**config.mk**
```make
export PLATFORM = sky130hd
export DESIGN_NAME = baro_sensor_compensation_core
export DESIGN_NICKNAME = d
export VERILOG_FILES = /design/src/design/bsc_pkg.sv /design/src/design/bsc_sequencer.sv /design/src/design/bsc_datapath.sv /design/src/design/baro_sensor_compensation_core.sv
export SDC_FILE = /design/constraint.sdc
export NUM_CORES = 2
export LEC_CHECK = 0
export ABC_CLOCK_PERIOD_IN_PS = 12320
export CORE_MARGIN = 5
export CORE_UTILIZATION = 55
export DETAILED_ROUTE_END_ITERATION = 16
export DONT_BUFFER_PORTS = 1
export PLACE_DENSITY = 0.7
export RECOVER_POWER = 50
export SLEW_MARGIN = 25
export SYNTH_ARGS = -nofsm -noshare
export SYNTH_HDL_FRONTEND = slang
export SYNTH_SLANG_ARGS = --single-unit
```
**constraint.sdc**
```tcl
create_clock -name clk_i -period 12.32 [get_ports clk_i]
set_clock_uncertainty 0.2 [all_clocks]
set_input_delay 0 -clock clk_i [delete_from_list [all_inputs] [get_ports clk_i]]
set_output_delay 0 -clock clk_i [all_outputs]
set_load 0.005 [all_outputs]
```
**src/design/bsc_pkg.sv**
```systemverilog
`timescale 1ns / 1ps

package bsc_pkg;

  // field widths
  localparam int RAW_W   = 24;
  localparam int COEF_W  = 16;
  localparam int DT_W    = 26;
  localparam int TEMP_W  = 19;
  localparam int PRESS_W = 32;
  localparam int ACC_W   = 64;
  localparam int MUL_W   = 27;
  localparam int PROD_W  = 2 * MUL_W;
  localparam int SH_W    = 5;
  localparam int PC_W    = 5;
  localparam int IDX_W   = 3;

  // temperature thresholds in 0.01 degC
  localparam logic signed [TEMP_W-1:0] TEMP_BASE = 19'sd2000;
  localparam logic signed [TEMP_W-1:0] TEMP_COLD = -19'sd1500;

  // power-of-two divisors as shift amounts
  localparam logic [SH_W-1:0] DIV_TEMP_SH  = 5'd23;
  localparam logic [SH_W-1:0] OFF_TC_SH    = 5'd7;
  localparam logic [SH_W-1:0] SENS_TC_SH   = 5'd8;
  localparam logic [SH_W-1:0] DIV_PRESS_SH = 5'd21;
  localparam logic [SH_W-1:0] P_DIV_SH     = 5'd15;

  // dT^2 / 2^31 is taken from the product bits
  localparam int T2_SH = 31;
  // sens is multiplied as a low unsigned part and a high signed part
  localparam int SENS_SPLIT = 19;

  // calibration register indexes
  localparam logic [IDX_W-1:0] REG_SENS      = 3'd0;
  localparam logic [IDX_W-1:0] REG_OFFSET    = 3'd1;
  localparam logic [IDX_W-1:0] REG_SENS_TC   = 3'd2;
  localparam logic [IDX_W-1:0] REG_OFFSET_TC = 3'd3;
  localparam logic [IDX_W-1:0] REG_TREF      = 3'd4;
  localparam logic [IDX_W-1:0] REG_TSENS     = 3'd5;

  typedef struct packed {
    logic [COEF_W-1:0] sens;
    logic [COEF_W-1:0] offset;
    logic [COEF_W-1:0] sens_tc;
    logic [COEF_W-1:0] offset_tc;
    logic [COEF_W-1:0] tref;
    logic [COEF_W-1:0] tsens;
  } coef_t;

  // multiplier operand pairs
  typedef enum logic [3:0] {
    MUL_NONE,
    MUL_DT_C6,
    MUL_DT_DT,
    MUL_D_D,
    MUL_E_E,
    MUL_DT_C4,
    MUL_DT_C3,
    MUL_RAW_SLO,
    MUL_RAW_SHI
  } mul_sel_e;

  // datapath operations
  typedef enum logic [4:0] {
    ALU_NOP,
    ALU_DT,
    ALU_TEMP,
    ALU_CLR,
    ALU_T2,
    ALU_LD_P,
    ALU_X5,
    ALU_SPLIT5,
    ALU_E7,
    ALU_OFF_ADD,
    ALU_E11,
    ALU_SENS_ADD,
    ALU_BIAS_P,
    ALU_BIAS_A,
    ALU_OFF_SUB,
    ALU_OFF_SET,
    ALU_SENS_SUB,
    ALU_SENS_SET,
    ALU_ADD_PH,
    ALU_OUT_T,
    ALU_OUT_P
  } alu_op_e;

  // jump conditions
  typedef enum logic [2:0] {
    JMP_NONE,
    JMP_ALWAYS,
    JMP_KIND,
    JMP_WARM,
    JMP_NOT_COLD
  } jmp_e;

  typedef struct packed {
    mul_sel_e        mul;
    alu_op_e         alu;
    logic [SH_W-1:0] sh;
    jmp_e            jmp;
    logic [PC_W-1:0] target;
    logic            done;
  } ctrl_t;

  // sequencer strobes toward the datapath
  typedef struct packed {
    logic accept;
    logic exec;
  } seq_t;

  // datapath flags toward the sequencer
  typedef struct packed {
    logic kind;
    logic warm;
    logic not_cold;
    logic out_busy;
  } stat_t;

endpackage

```
**src/design/bsc_sequencer.sv**
```systemverilog
`timescale 1ns / 1ps

module bsc_sequencer (
  input  logic              clk_i,
  input  logic              rst_ni,
  input  logic              in_valid_i,
  output logic              in_stall_o,
  input  bsc_pkg::stat_t    stat_i,
  output bsc_pkg::ctrl_t    ctrl_o,
  output bsc_pkg::seq_t     seq_o
);

  localparam logic [bsc_pkg::PC_W-1:0] PC_DISPATCH = 5'd0;
  localparam logic [bsc_pkg::PC_W-1:0] PC_PRESS    = 5'd6;
  localparam logic [bsc_pkg::PC_W-1:0] PC_BASE     = 5'd16;

  localparam bsc_pkg::ctrl_t CTRL_NOP = '{
    mul:    bsc_pkg::MUL_NONE,
    alu:    bsc_pkg::ALU_NOP,
    sh:     '0,
    jmp:    bsc_pkg::JMP_NONE,
    target: '0,
    done:   1'b0
  };

  logic                      busy_q, busy_d;
  logic [bsc_pkg::PC_W-1:0]  pc_q, pc_d;
  bsc_pkg::ctrl_t            ctrl;
  logic                      hold;
  logic                      exec;
  logic                      accept;
  logic                      taken;

  // microprogram rom
  always_comb begin
    ctrl = CTRL_NOP;
    unique case (pc_q)
      // dispatch on item kind
      5'd0: begin
        ctrl.jmp    = bsc_pkg::JMP_KIND;
        ctrl.target = PC_PRESS;
      end
      // temperature: dT, dT*C6, rounding, TEMP, result
      5'd1: ctrl.alu = bsc_pkg::ALU_DT;
      5'd2: ctrl.mul = bsc_pkg::MUL_DT_C6;
      5'd3: begin
        ctrl.alu = bsc_pkg::ALU_BIAS_P;
        ctrl.sh  = bsc_pkg::DIV_TEMP_SH;
      end
      5'd4: begin
        ctrl.alu = bsc_pkg::ALU_TEMP;
        ctrl.sh  = bsc_pkg::DIV_TEMP_SH;
      end
      5'd5: begin
        ctrl.alu  = bsc_pkg::ALU_OUT_T;
        ctrl.done = 1'b1;
      end
      // pressure: clear corrections, skip them when warm
      5'd6: begin
        ctrl.alu    = bsc_pkg::ALU_CLR;
        ctrl.jmp    = bsc_pkg::JMP_WARM;
        ctrl.target = PC_BASE;
      end
      5'd7: ctrl.mul = bsc_pkg::MUL_DT_DT;
      5'd8: begin
        ctrl.alu = bsc_pkg::ALU_T2;
        ctrl.mul = bsc_pkg::MUL_D_D;
      end
      5'd9:  ctrl.alu = bsc_pkg::ALU_LD_P;
      5'd10: ctrl.alu = bsc_pkg::ALU_X5;
      5'd11: begin
        ctrl.alu    = bsc_pkg::ALU_SPLIT5;
        ctrl.mul    = bsc_pkg::MUL_E_E;
        ctrl.jmp    = bsc_pkg::JMP_NOT_COLD;
        ctrl.target = PC_BASE;
      end
      // very cold extra terms
      5'd12: ctrl.alu = bsc_pkg::ALU_E7;
      5'd13: ctrl.alu = bsc_pkg::ALU_OFF_ADD;
      5'd14: ctrl.alu = bsc_pkg::ALU_E11;
      5'd15: ctrl.alu = bsc_pkg::ALU_SENS_ADD;
      // offset and sensitivity
      5'd16: ctrl.mul = bsc_pkg::MUL_DT_C4;
      5'd17: begin
        ctrl.alu = bsc_pkg::ALU_BIAS_P;
        ctrl.sh  = bsc_pkg::OFF_TC_SH;
        ctrl.mul = bsc_pkg::MUL_DT_C3;
      end
      5'd18: begin
        ctrl.alu = bsc_pkg::ALU_OFF_SUB;
        ctrl.sh  = bsc_pkg::OFF_TC_SH;
      end
      5'd19: ctrl.alu = bsc_pkg::ALU_OFF_SET;
      5'd20: begin
        ctrl.alu = bsc_pkg::ALU_BIAS_P;
        ctrl.sh  = bsc_pkg::SENS_TC_SH;
      end
      5'd21: begin
        ctrl.alu = bsc_pkg::ALU_SENS_SUB;
        ctrl.sh  = bsc_pkg::SENS_TC_SH;
      end
      5'd22: ctrl.alu = bsc_pkg::ALU_SENS_SET;
      // D1 * SENS in two partial products
      5'd23: ctrl.mul = bsc_pkg::MUL_RAW_SLO;
      5'd24: begin
        ctrl.alu = bsc_pkg::ALU_LD_P;
        ctrl.mul = bsc_pkg::MUL_RAW_SHI;
      end
      5'd25: ctrl.alu = bsc_pkg::ALU_ADD_PH;
      5'd26: begin
        ctrl.alu = bsc_pkg::ALU_BIAS_A;
        ctrl.sh  = bsc_pkg::DIV_PRESS_SH;
      end
      5'd27: begin
        ctrl.alu = bsc_pkg::ALU_OFF_SUB;
        ctrl.sh  = bsc_pkg::DIV_PRESS_SH;
      end
      5'd28: begin
        ctrl.alu = bsc_pkg::ALU_BIAS_A;
        ctrl.sh  = bsc_pkg::P_DIV_SH;
      end
      5'd29: begin
        ctrl.alu  = bsc_pkg::ALU_OUT_P;
        ctrl.sh   = bsc_pkg::P_DIV_SH;
        ctrl.done = 1'b1;
      end
      default: begin
        ctrl.jmp    = bsc_pkg::JMP_ALWAYS;
        ctrl.target = PC_DISPATCH;
      end
    endcase
  end

  // jump condition
  always_comb begin
    unique case (ctrl.jmp)
      bsc_pkg::JMP_NONE:     taken = 1'b0;
      bsc_pkg::JMP_ALWAYS:   taken = 1'b1;
      bsc_pkg::JMP_KIND:     taken = stat_i.kind;
      bsc_pkg::JMP_WARM:     taken = stat_i.warm;
      bsc_pkg::JMP_NOT_COLD: taken = stat_i.not_cold;
      default:               taken = 1'b0;
    endcase
  end

  // result step waits while the output register is full and stalled
  assign hold   = ctrl.done && stat_i.out_busy;
  assign exec   = busy_q && !hold;
  assign accept = in_valid_i && !busy_q;

  // step counter
  always_comb begin
    busy_d = busy_q;
    pc_d   = pc_q;
    if (accept) begin
      busy_d = 1'b1;
      pc_d   = PC_DISPATCH;
    end else if (exec) begin
      if (ctrl.done) begin
        busy_d = 1'b0;
        pc_d   = PC_DISPATCH;
      end else if (taken) begin
        pc_d = ctrl.target;
      end else begin
        pc_d = pc_q + 5'd1;
      end
    end
  end

  always_ff @(posedge clk_i or negedge rst_ni) begin
    if (!rst_ni) begin
      busy_q <= 1'b0;
      pc_q   <= PC_DISPATCH;
    end else begin
      busy_q <= busy_d;
      pc_q   <= pc_d;
    end
  end

  assign in_stall_o    = busy_q;
  assign ctrl_o        = ctrl;
  assign seq_o.accept  = accept;
  assign seq_o.exec    = exec;

endmodule

```
**src/design/bsc_datapath.sv**
```systemverilog
`timescale 1ns / 1ps

module bsc_datapath (
  input  logic                                 clk_i,
  input  logic                                 rst_ni,
  input  logic                                 in_kind_i,
  input  logic [bsc_pkg::RAW_W-1:0]            in_raw_value_i,
  input  bsc_pkg::coef_t                       coef_i,
  input  bsc_pkg::ctrl_t                       ctrl_i,
  input  bsc_pkg::seq_t                        seq_i,
  output bsc_pkg::stat_t                       stat_o,
  input  logic                                 out_stall_i,
  output logic                                 out_valid_o,
  output logic                                 out_kind_echo_o,
  output logic signed [bsc_pkg::TEMP_W-1:0]    out_temperature_centi_o,
  output logic signed [bsc_pkg::PRESS_W-1:0]   out_pressure_pa_o
);

  localparam int TW = bsc_pkg::TEMP_W;
  localparam int AW = bsc_pkg::ACC_W;
  localparam int MW = bsc_pkg::MUL_W;
  localparam int PW = bsc_pkg::PROD_W;

  // item and state registers
  logic                            kind_q;
  logic [bsc_pkg::RAW_W-1:0]       raw_q;
  logic signed [bsc_pkg::DT_W-1:0] dt_q, dt_d;
  logic signed [TW-1:0]            tc_q, tc_d;
  logic [TW-1:0]                   t2_q, t2_d;

  // working registers
  logic signed [PW-1:0] p_q, p_d;
  logic signed [AW-1:0] a_q, a_d;
  logic signed [AW-1:0] off_q, off_d;
  logic signed [AW-1:0] sens_q, sens_d;

  // output register
  logic                             out_valid_q;
  logic                             out_kind_q;
  logic signed [TW-1:0]             out_temp_q, out_temp_d;
  logic signed [bsc_pkg::PRESS_W-1:0] out_press_q, out_press_d;

  logic signed [TW:0]   d_diff;
  logic signed [TW:0]   e_diff;
  logic signed [MW-1:0] op_a, op_b;
  logic signed [AW-1:0] p_ext;
  logic signed [AW-1:0] bias_src;
  logic [AW-1:0]        bias_mask;
  logic signed [AW-1:0] a_sh;
  logic                 sat_hi, sat_lo;
  logic                 load;

  assign load = seq_i.exec;

  // distances from the correction thresholds
  assign d_diff = {tc_q[TW-1], tc_q} - {bsc_pkg::TEMP_BASE[TW-1], bsc_pkg::TEMP_BASE};
  assign e_diff = {tc_q[TW-1], tc_q} - {bsc_pkg::TEMP_COLD[TW-1], bsc_pkg::TEMP_COLD};

  // shared multiplier operand select
  always_comb begin
    op_a = '0;
    op_b = '0;
    unique case (ctrl_i.mul)
      bsc_pkg::MUL_NONE: begin
        op_a = '0;
        op_b = '0;
      end
      bsc_pkg::MUL_DT_C6: begin
        op_a = {dt_q[bsc_pkg::DT_W-1], dt_q};
        op_b = {11'b0, coef_i.tsens};
      end
      bsc_pkg::MUL_DT_DT: begin
        op_a = {dt_q[bsc_pkg::DT_W-1], dt_q};
        op_b = {dt_q[bsc_pkg::DT_W-1], dt_q};
      end
      bsc_pkg::MUL_D_D: begin
        op_a = {{7{d_diff[TW]}}, d_diff};
        op_b = {{7{d_diff[TW]}}, d_diff};
      end
      bsc_pkg::MUL_E_E: begin
        op_a = {{7{e_diff[TW]}}, e_diff};
        op_b = {{7{e_diff[TW]}}, e_diff};
      end
      bsc_pkg::MUL_DT_C4: begin
        op_a = {dt_q[bsc_pkg::DT_W-1], dt_q};
        op_b = {11'b0, coef_i.offset_tc};
      end
      bsc_pkg::MUL_DT_C3: begin
        op_a = {dt_q[bsc_pkg::DT_W-1], dt_q};
        op_b = {11'b0, coef_i.sens_tc};
      end
      bsc_pkg::MUL_RAW_SLO: begin
        op_a = {3'b0, raw_q};
        op_b = {8'b0, sens_q[bsc_pkg::SENS_SPLIT-1:0]};
      end
      bsc_pkg::MUL_RAW_SHI: begin
        op_a = {3'b0, raw_q};
        op_b = sens_q[bsc_pkg::SENS_SPLIT+MW-1:bsc_pkg::SENS_SPLIT];
      end
      default: begin
        op_a = '0;
        op_b = '0;
      end
    endcase
  end

  assign p_d   = op_a * op_b;
  assign p_ext = {{(AW-PW){p_q[PW-1]}}, p_q};

  // truncation toward zero: add 2^sh - 1 to a negative value before the shift
  assign bias_src  = (ctrl_i.alu == bsc_pkg::ALU_BIAS_P) ? p_ext : a_q;
  assign bias_mask = ~({AW{1'b1}} << ctrl_i.sh);
  assign a_sh      = a_q >>> ctrl_i.sh;

  // 32-bit saturation of the shifted accumulator
  assign sat_hi = !a_sh[AW-1] && (a_sh[AW-2:bsc_pkg::PRESS_W-1] != '0);
  assign sat_lo = a_sh[AW-1] && (a_sh[AW-2:bsc_pkg::PRESS_W-1] != '1);

  // alu
  always_comb begin
    dt_d        = dt_q;
    tc_d        = tc_q;
    t2_d        = t2_q;
    a_d         = a_q;
    off_d       = off_q;
    sens_d      = sens_q;
    out_temp_d  = out_temp_q;
    out_press_d = out_press_q;
    unique case (ctrl_i.alu)
      bsc_pkg::ALU_NOP: ;
      bsc_pkg::ALU_DT:
        dt_d = {2'b0, raw_q} - {2'b0, coef_i.tref, 8'b0};
      bsc_pkg::ALU_TEMP:
        tc_d = a_sh[TW-1:0] + bsc_pkg::TEMP_BASE;
      bsc_pkg::ALU_CLR: begin
        off_d  = '0;
        sens_d = '0;
        t2_d   = '0;
      end
      bsc_pkg::ALU_T2:
        t2_d = p_q[bsc_pkg::T2_SH+TW-1:bsc_pkg::T2_SH];
      bsc_pkg::ALU_LD_P:
        a_d = p_ext;
      bsc_pkg::ALU_X5:
        a_d = (a_q <<< 2) + a_q;
      bsc_pkg::ALU_SPLIT5: begin
        off_d  = a_q >>> 1;
        sens_d = a_q >>> 2;
      end
      bsc_pkg::ALU_E7:
        a_d = (p_ext <<< 3) - p_ext;
      bsc_pkg::ALU_OFF_ADD:
        off_d = off_q + a_q;
      bsc_pkg::ALU_E11:
        a_d = a_q + (p_ext <<< 2);
      bsc_pkg::ALU_SENS_ADD:
        sens_d = sens_q + (a_q >>> 1);
      bsc_pkg::ALU_BIAS_P,
      bsc_pkg::ALU_BIAS_A:
        a_d = bias_src + (bias_src[AW-1] ? $signed(bias_mask) : $signed({AW{1'b0}}));
      bsc_pkg::ALU_OFF_SUB:
        a_d = a_sh - off_q;
      bsc_pkg::ALU_OFF_SET:
        off_d = a_q + $signed({32'b0, coef_i.offset, 16'b0});
      bsc_pkg::ALU_SENS_SUB:
        a_d = a_sh - sens_q;
      bsc_pkg::ALU_SENS_SET:
        sens_d = a_q + $signed({33'b0, coef_i.sens, 15'b0});
      bsc_pkg::ALU_ADD_PH:
        a_d = a_q + (p_ext <<< bsc_pkg::SENS_SPLIT);
      bsc_pkg::ALU_OUT_T: begin
        out_temp_d  = tc_q;
        out_press_d = '0;
      end
      bsc_pkg::ALU_OUT_P: begin
        out_temp_d = tc_q - $signed(t2_q);
        priority if (sat_hi) begin
          out_press_d = 32'sh7FFF_FFFF;
        end else if (sat_lo) begin
          out_press_d = 32'sh8000_0000;
        end else begin
          out_press_d = a_sh[bsc_pkg::PRESS_W-1:0];
        end
      end
      default: ;
    endcase
  end

  // stored compensation state and output valid
  always_ff @(posedge clk_i or negedge rst_ni) begin
    if (!rst_ni) begin
      dt_q        <= '0;
      tc_q        <= bsc_pkg::TEMP_BASE;
      out_valid_q <= 1'b0;
    end else begin
      if (load) begin
        dt_q <= dt_d;
        tc_q <= tc_d;
      end
      if (load && ctrl_i.done) begin
        out_valid_q <= 1'b1;
      end else if (!out_stall_i) begin
        out_valid_q <= 1'b0;
      end
    end
  end

  // item capture, working registers and result payload
  always_ff @(posedge clk_i) begin
    if (seq_i.accept) begin
      kind_q <= in_kind_i;
      raw_q  <= in_raw_value_i;
    end
    if (load) begin
      t2_q   <= t2_d;
      a_q    <= a_d;
      off_q  <= off_d;
      sens_q <= sens_d;
      if (ctrl_i.mul != bsc_pkg::MUL_NONE) begin
        p_q <= p_d;
      end
    end
    if (load && ctrl_i.done) begin
      out_kind_q  <= kind_q;
      out_temp_q  <= out_temp_d;
      out_press_q <= out_press_d;
    end
  end

  assign stat_o.kind     = kind_q;
  assign stat_o.warm     = !(tc_q < bsc_pkg::TEMP_BASE);
  assign stat_o.not_cold = !(tc_q < bsc_pkg::TEMP_COLD);
  assign stat_o.out_busy = out_valid_q && out_stall_i;

  assign out_valid_o             = out_valid_q;
  assign out_kind_echo_o         = out_kind_q;
  assign out_temperature_centi_o = out_temp_q;
  assign out_pressure_pa_o       = out_press_q;

endmodule

```
**src/design/baro_sensor_compensation_core.sv**
```systemverilog
`timescale 1ns / 1ps

// Barometric sensor compensation core.
// Input channel (in_valid_i / in_stall_o): one beat per raw 24-bit conversion,
// in_kind_i = 0 for a temperature reading, 1 for a pressure reading.
// Output channel (out_valid_o / out_stall_i): one beat per input beat with the
// kind echoed, temperature in 0.01 degC and pressure in Pa (zero on
// temperature beats, saturated to 32 bits on pressure beats).
// Calibration words C1..C6 are written through cfg_we_i / cfg_idx_i /
// cfg_data_i at indexes 0..5; other indexes are ignored. The user must write
// them only while the core is idle; the block itself does not enforce it. A
// microcoded sequencer steps one shared 27x27 multiplier and a 64-bit
// accumulator, one control word per cycle unless the result step holds on a
// stalled output, and takes one item at a time. Pressure beats add second
// order terms when the stored temperature is below 20.00 degC and extra terms
// below -15.00 degC. Reset clears the calibration words, the stored dT to
// zero and the stored temperature to 20.00 degC. While the receiver stalls, a
// result waits in the output register and the next item runs up to its result
// step and holds there.

module baro_sensor_compensation_core (
  input  logic                                clk_i,
  input  logic                                rst_ni,
  // calibration write port
  input  logic                                cfg_we_i,
  input  logic [bsc_pkg::IDX_W-1:0]           cfg_idx_i,
  input  logic [bsc_pkg::COEF_W-1:0]          cfg_data_i,
  // input channel
  input  logic                                in_valid_i,
  output logic                                in_stall_o,
  input  logic                                in_kind_i,
  input  logic [bsc_pkg::RAW_W-1:0]           in_raw_value_i,
  // output channel
  output logic                                out_valid_o,
  input  logic                                out_stall_i,
  output logic                                out_kind_echo_o,
  output logic signed [bsc_pkg::TEMP_W-1:0]   out_temperature_centi_o,
  output logic signed [bsc_pkg::PRESS_W-1:0]  out_pressure_pa_o
);

  bsc_pkg::coef_t coef_q;
  bsc_pkg::ctrl_t ctrl;
  bsc_pkg::seq_t  seq;
  bsc_pkg::stat_t stat;

  // calibration register bank
  always_ff @(posedge clk_i or negedge rst_ni) begin
    if (!rst_ni) begin
      coef_q <= '0;
    end else if (cfg_we_i) begin
      unique case (cfg_idx_i)
        bsc_pkg::REG_SENS:      coef_q.sens      <= cfg_data_i;
        bsc_pkg::REG_OFFSET:    coef_q.offset    <= cfg_data_i;
        bsc_pkg::REG_SENS_TC:   coef_q.sens_tc   <= cfg_data_i;
        bsc_pkg::REG_OFFSET_TC: coef_q.offset_tc <= cfg_data_i;
        bsc_pkg::REG_TREF:      coef_q.tref      <= cfg_data_i;
        bsc_pkg::REG_TSENS:     coef_q.tsens     <= cfg_data_i;
        default: ;
      endcase
    end
  end

  // step counter and control store
  bsc_sequencer u_seq (
    .clk_i      (clk_i),
    .rst_ni     (rst_ni),
    .in_valid_i (in_valid_i),
    .in_stall_o (in_stall_o),
    .stat_i     (stat),
    .ctrl_o     (ctrl),
    .seq_o      (seq)
  );

  // multiplier, accumulator and result register
  bsc_datapath u_dp (
    .clk_i                   (clk_i),
    .rst_ni                  (rst_ni),
    .in_kind_i               (in_kind_i),
    .in_raw_value_i          (in_raw_value_i),
    .coef_i                  (coef_q),
    .ctrl_i                  (ctrl),
    .seq_i                   (seq),
    .stat_o                  (stat),
    .out_stall_i             (out_stall_i),
    .out_valid_o             (out_valid_o),
    .out_kind_echo_o         (out_kind_echo_o),
    .out_temperature_centi_o (out_temperature_centi_o),
    .out_pressure_pa_o       (out_pressure_pa_o)
  );

endmodule

```
==> flow_summary_export.csv <==
group,metric,value,unit
status,outcome,"finished, violations left",
status,violations,"max-capacitance violations, max-slew violations",
routing,num_vias,80610,
final_layout,stdcell_area,0.08664,mm²
synthesis,yosys.cell_types.count,112,
sta,worstMarginPinSlew,8367,ps
critical_path,cp_top_family,"compound AO/OA/AOI/OAI gates",
sta,setup_ws,483.6,ps
grt,globalRouteOverflowTotal,0,
sta,max_freq,0.08449,GHz
place,dp_hpwl,290400,µm
routing,post_drt_wl_per_cell,31.69,µm
critical_path,worst-path-stages,33,
place,place_congestion,1.105,
synthesis,synth_ff_type,"edfxtp_1",
floorplan,initial_core_util,55.30,%
final_layout,final_cell_mix,"nand2_1, inv_1, fa_1, nor2_1, a21oi_1",
final_layout,drive_above_1_share,6.973,%
final_layout,final_nets,11030,
synthesis,yosys-top-cells-area,"fa_1, edfxtp_1, ha_1",
grt,grtUsageTotal,47.16,%
place,postPlaceCellArea,0.08320,mm²
place,place_inst,11380,
critical_path,crit_buf_inv,7,
hold_path,hold_start,"cfg_data_i[3]",
routing,drt_first_pass_iters,10,
routing,viasPerCell,6.927,
sta,period_needed,11840,ps
final_layout,final_common_cell,"nand2_1",
floorplan,io_pins,103,
critical_path,worst-r2r-setup-slack,480,ps
floorplan,rows,140,
sta,min_period_over_period,96.07,%
critical_path,r2r_cells,33,
sta,finalHoldViolations,0,
critical_path,critPathCaptureType,"flip-flop",
final_layout,area_growth,7.634,%
sta,slew_headroom,-457.8,%
grt,antenna_found_initial,26,
sta,finalMaxSlewViolations,388,
critical_path,critPathMaxStageDelay,750,ps
clock_network,htreeDepth,3,
grt,grt_pass1_vias,78400,
synthesis,synth_top_area_share,18.23,%
synthesis,synth_area,0.08049,mm²
sta,rsz0062_at_grt,"no",
routing,drt-initial-drc-count,11190,
hold_path,hold_depth,2,
clock_network,clock_path_buffers,3,
synthesis,yosysTopAreaCell,"fa_1",
grt,grt_max_degree,142,
run,drv_cap,8,
critical_path,crit_top_cell,"fa_1",
floorplan,core,0.1456,mm²
synthesis,netlist_instances,9735,
synthesis,synthArstFlopShare,30.06,%
synthesis,yosysSeqAreaShare,17.34,%
critical_path,path_max_fanout,21,
critical_path,start_kind,"flip-flop",
critical_path,worstSetupPathType,"reg -> reg",
floorplan,die_x,392.6,µm
routing,drt_wl_total,368700,µm
floorplan,dieArea,0.1541,mm²
clock_network,numCtsBuffers,67,
critical_path,cp.required,12550,ps
routing,drc,0,
sta,finalSetupViolations,0,
sta,tns,0,ps
clock_network,clk_pin_slew,80,ps
clock_network,clock_latency,740,ps
critical_path,timing.rr.start,"u_seq.pc_q[3]$_DFFE_PN0P_",
synthesis,yosys_register_bits,489,
clock_network,numClockSinks,489,
critical_path,startpoint,"u_seq.pc_q[3]$_DFFE_PN0P_",
place,preCtsSetupSlack,721.8,ps
final_layout,layout.cells.non_filler,11640,
critical_path,slowest_stage,"clkbuf_1",
synthesis,yosysWarnings,0,
clock_network,cts_tree,"yes",
routing,ant_nets,0,
clock_network,root_buffer,"clkbuf_16",
grt,grt_pass1_wl,533200,µm
critical_path,critPathArrivalTime,12060,ps
place,port_buffers,0,
clock_network,cts_resized,0,
floorplan,chipHeight,392.6,µm
synthesis,synth_edf_count,342,
hold_path,holdCritPathClass,"in -> reg",
synthesis,avgSynthCellArea,8.268,µm²
## per-layer routing
layer | wire length (µm) | vias to the layer above | share of wire [%] | global-route usage [%]
li1 | - | 34040 | - | -
met1 | 129500 | 38950 | 35 | 55.97
met2 | 153800 | 5896 | 42 | 69.85
met3 | 48000 | 1709 | 13 | 16.60
met4 | 37330 | 14 | 10 | 36.58
met5 | 108 | - | 0.029 | 0
## Yosys cell counts, drive strengths merged (30+ instances only)
library cell  count
xor2            165
a21oi           622
and2             87
mux2i           139
edfxtp          342
o221ai          100
or2              38
o21bai           75
o21a             58
o211ai           74
a21o            288
a221oi           94
dfrtp           141
buf             114
o22ai            56
a2111oi          32
nor4             38
and3             69
or3              73
nor2            686
o31ai            50
nand2b           71
a221o            56
a222oi           30
o21ai           552
a21boi           33
mux2            107
nand2          1164
inv            1112
a31oi            88
nor3            181
fa              733
xnor2           334
ha              611
clkbuf          441
nand4           118
a22oi            83
a211oi           84
nor2b            58
nand3           186
## registers in the layout, summed over array words and instances (netlist names)
| name | count |
|---|---|
| u_dp.t2_q | 19 |
| u_seq.in_stall_o | 1 |
| u_dp.tc_q | 19 |
| u_seq.pc_q | 5 |
| u_dp.raw_q | 24 |
| u_dp.out_kind_echo_o | 1 |
| u_dp.out_pressure_pa_o | 32 |
| u_dp.kind_q | 1 |
| coef_q | 96 |
| u_dp.off_q | 64 |
| u_dp.sens_q | 64 |
| u_dp.p_q | 54 |
| u_dp.dt_q | 25 |
| u_dp.a_q | 64 |
| u_dp.out_temperature_centi_o | 19 |
| u_dp.out_valid_o | 1 |
## cells by family (layout without fill, tap and decap cells)
group                    count (synthesis)  count (layout)  synth area share [%]
AO/OA/AOI/OAI                         2620            2620                 22.01
adder cells (fa/ha/maj)               1344            1344                 27.73
multiplexers                           248             248                 3.286
XOR/XNOR                               499             499                 5.430
AND/OR/NAND/NOR                       2865            2865                 16.26
flip-flops                             489             489                 17.34
other                                    1              34              0.004659
buffers and inverters                 1669            1621                 7.943
## worst paths after layout
path | to
max reg2reg | u_dp.p_q[52]$_DFFE_PP_
min reg2reg | u_dp.out_kind_echo_o$_DFFE_PP_
min in group asynchronous | u_dp.tc_q[9]$_DFFE_PN1P_
max in group asynchronous | coef_q[95]$_DFFE_PN0P_
min | coef_q[83]$_DFFE_PN0P_
max | u_dp.p_q[52]$_DFFE_PP_
## what timing repair did
action | in CTS | in global routing
hold endpoints to repair | 301 | 34
buffers inserted | 0 | 0
hold buffers | 97 | 5
## cell type report
cell class	count	area, µm²
clock buffer	72	1695
clock inverter	52	653.1
timing repair buffer	383	3094
sequential	489	13960
tap	1917	2399
fill	12950	58930
multi-input combinational	7584	60590
antenna	26	65.06
inverter	1114	4182
## per-stage QoR
stage          utilization, %  hold slack [ps]
6_report                59.52            121.8
5_1_grt                 59.48            133.7
4_1_cts                 59.46            63.61
3_5_place_dp            57.16           -491.2
3_3_place_gp            57.12           -492.0
2_1_floorplan               -           -495.6
Power is left out: the tool's default activity adds up to more than one toggle a clock period on the data nets, which glitch-free logic cannot reach.
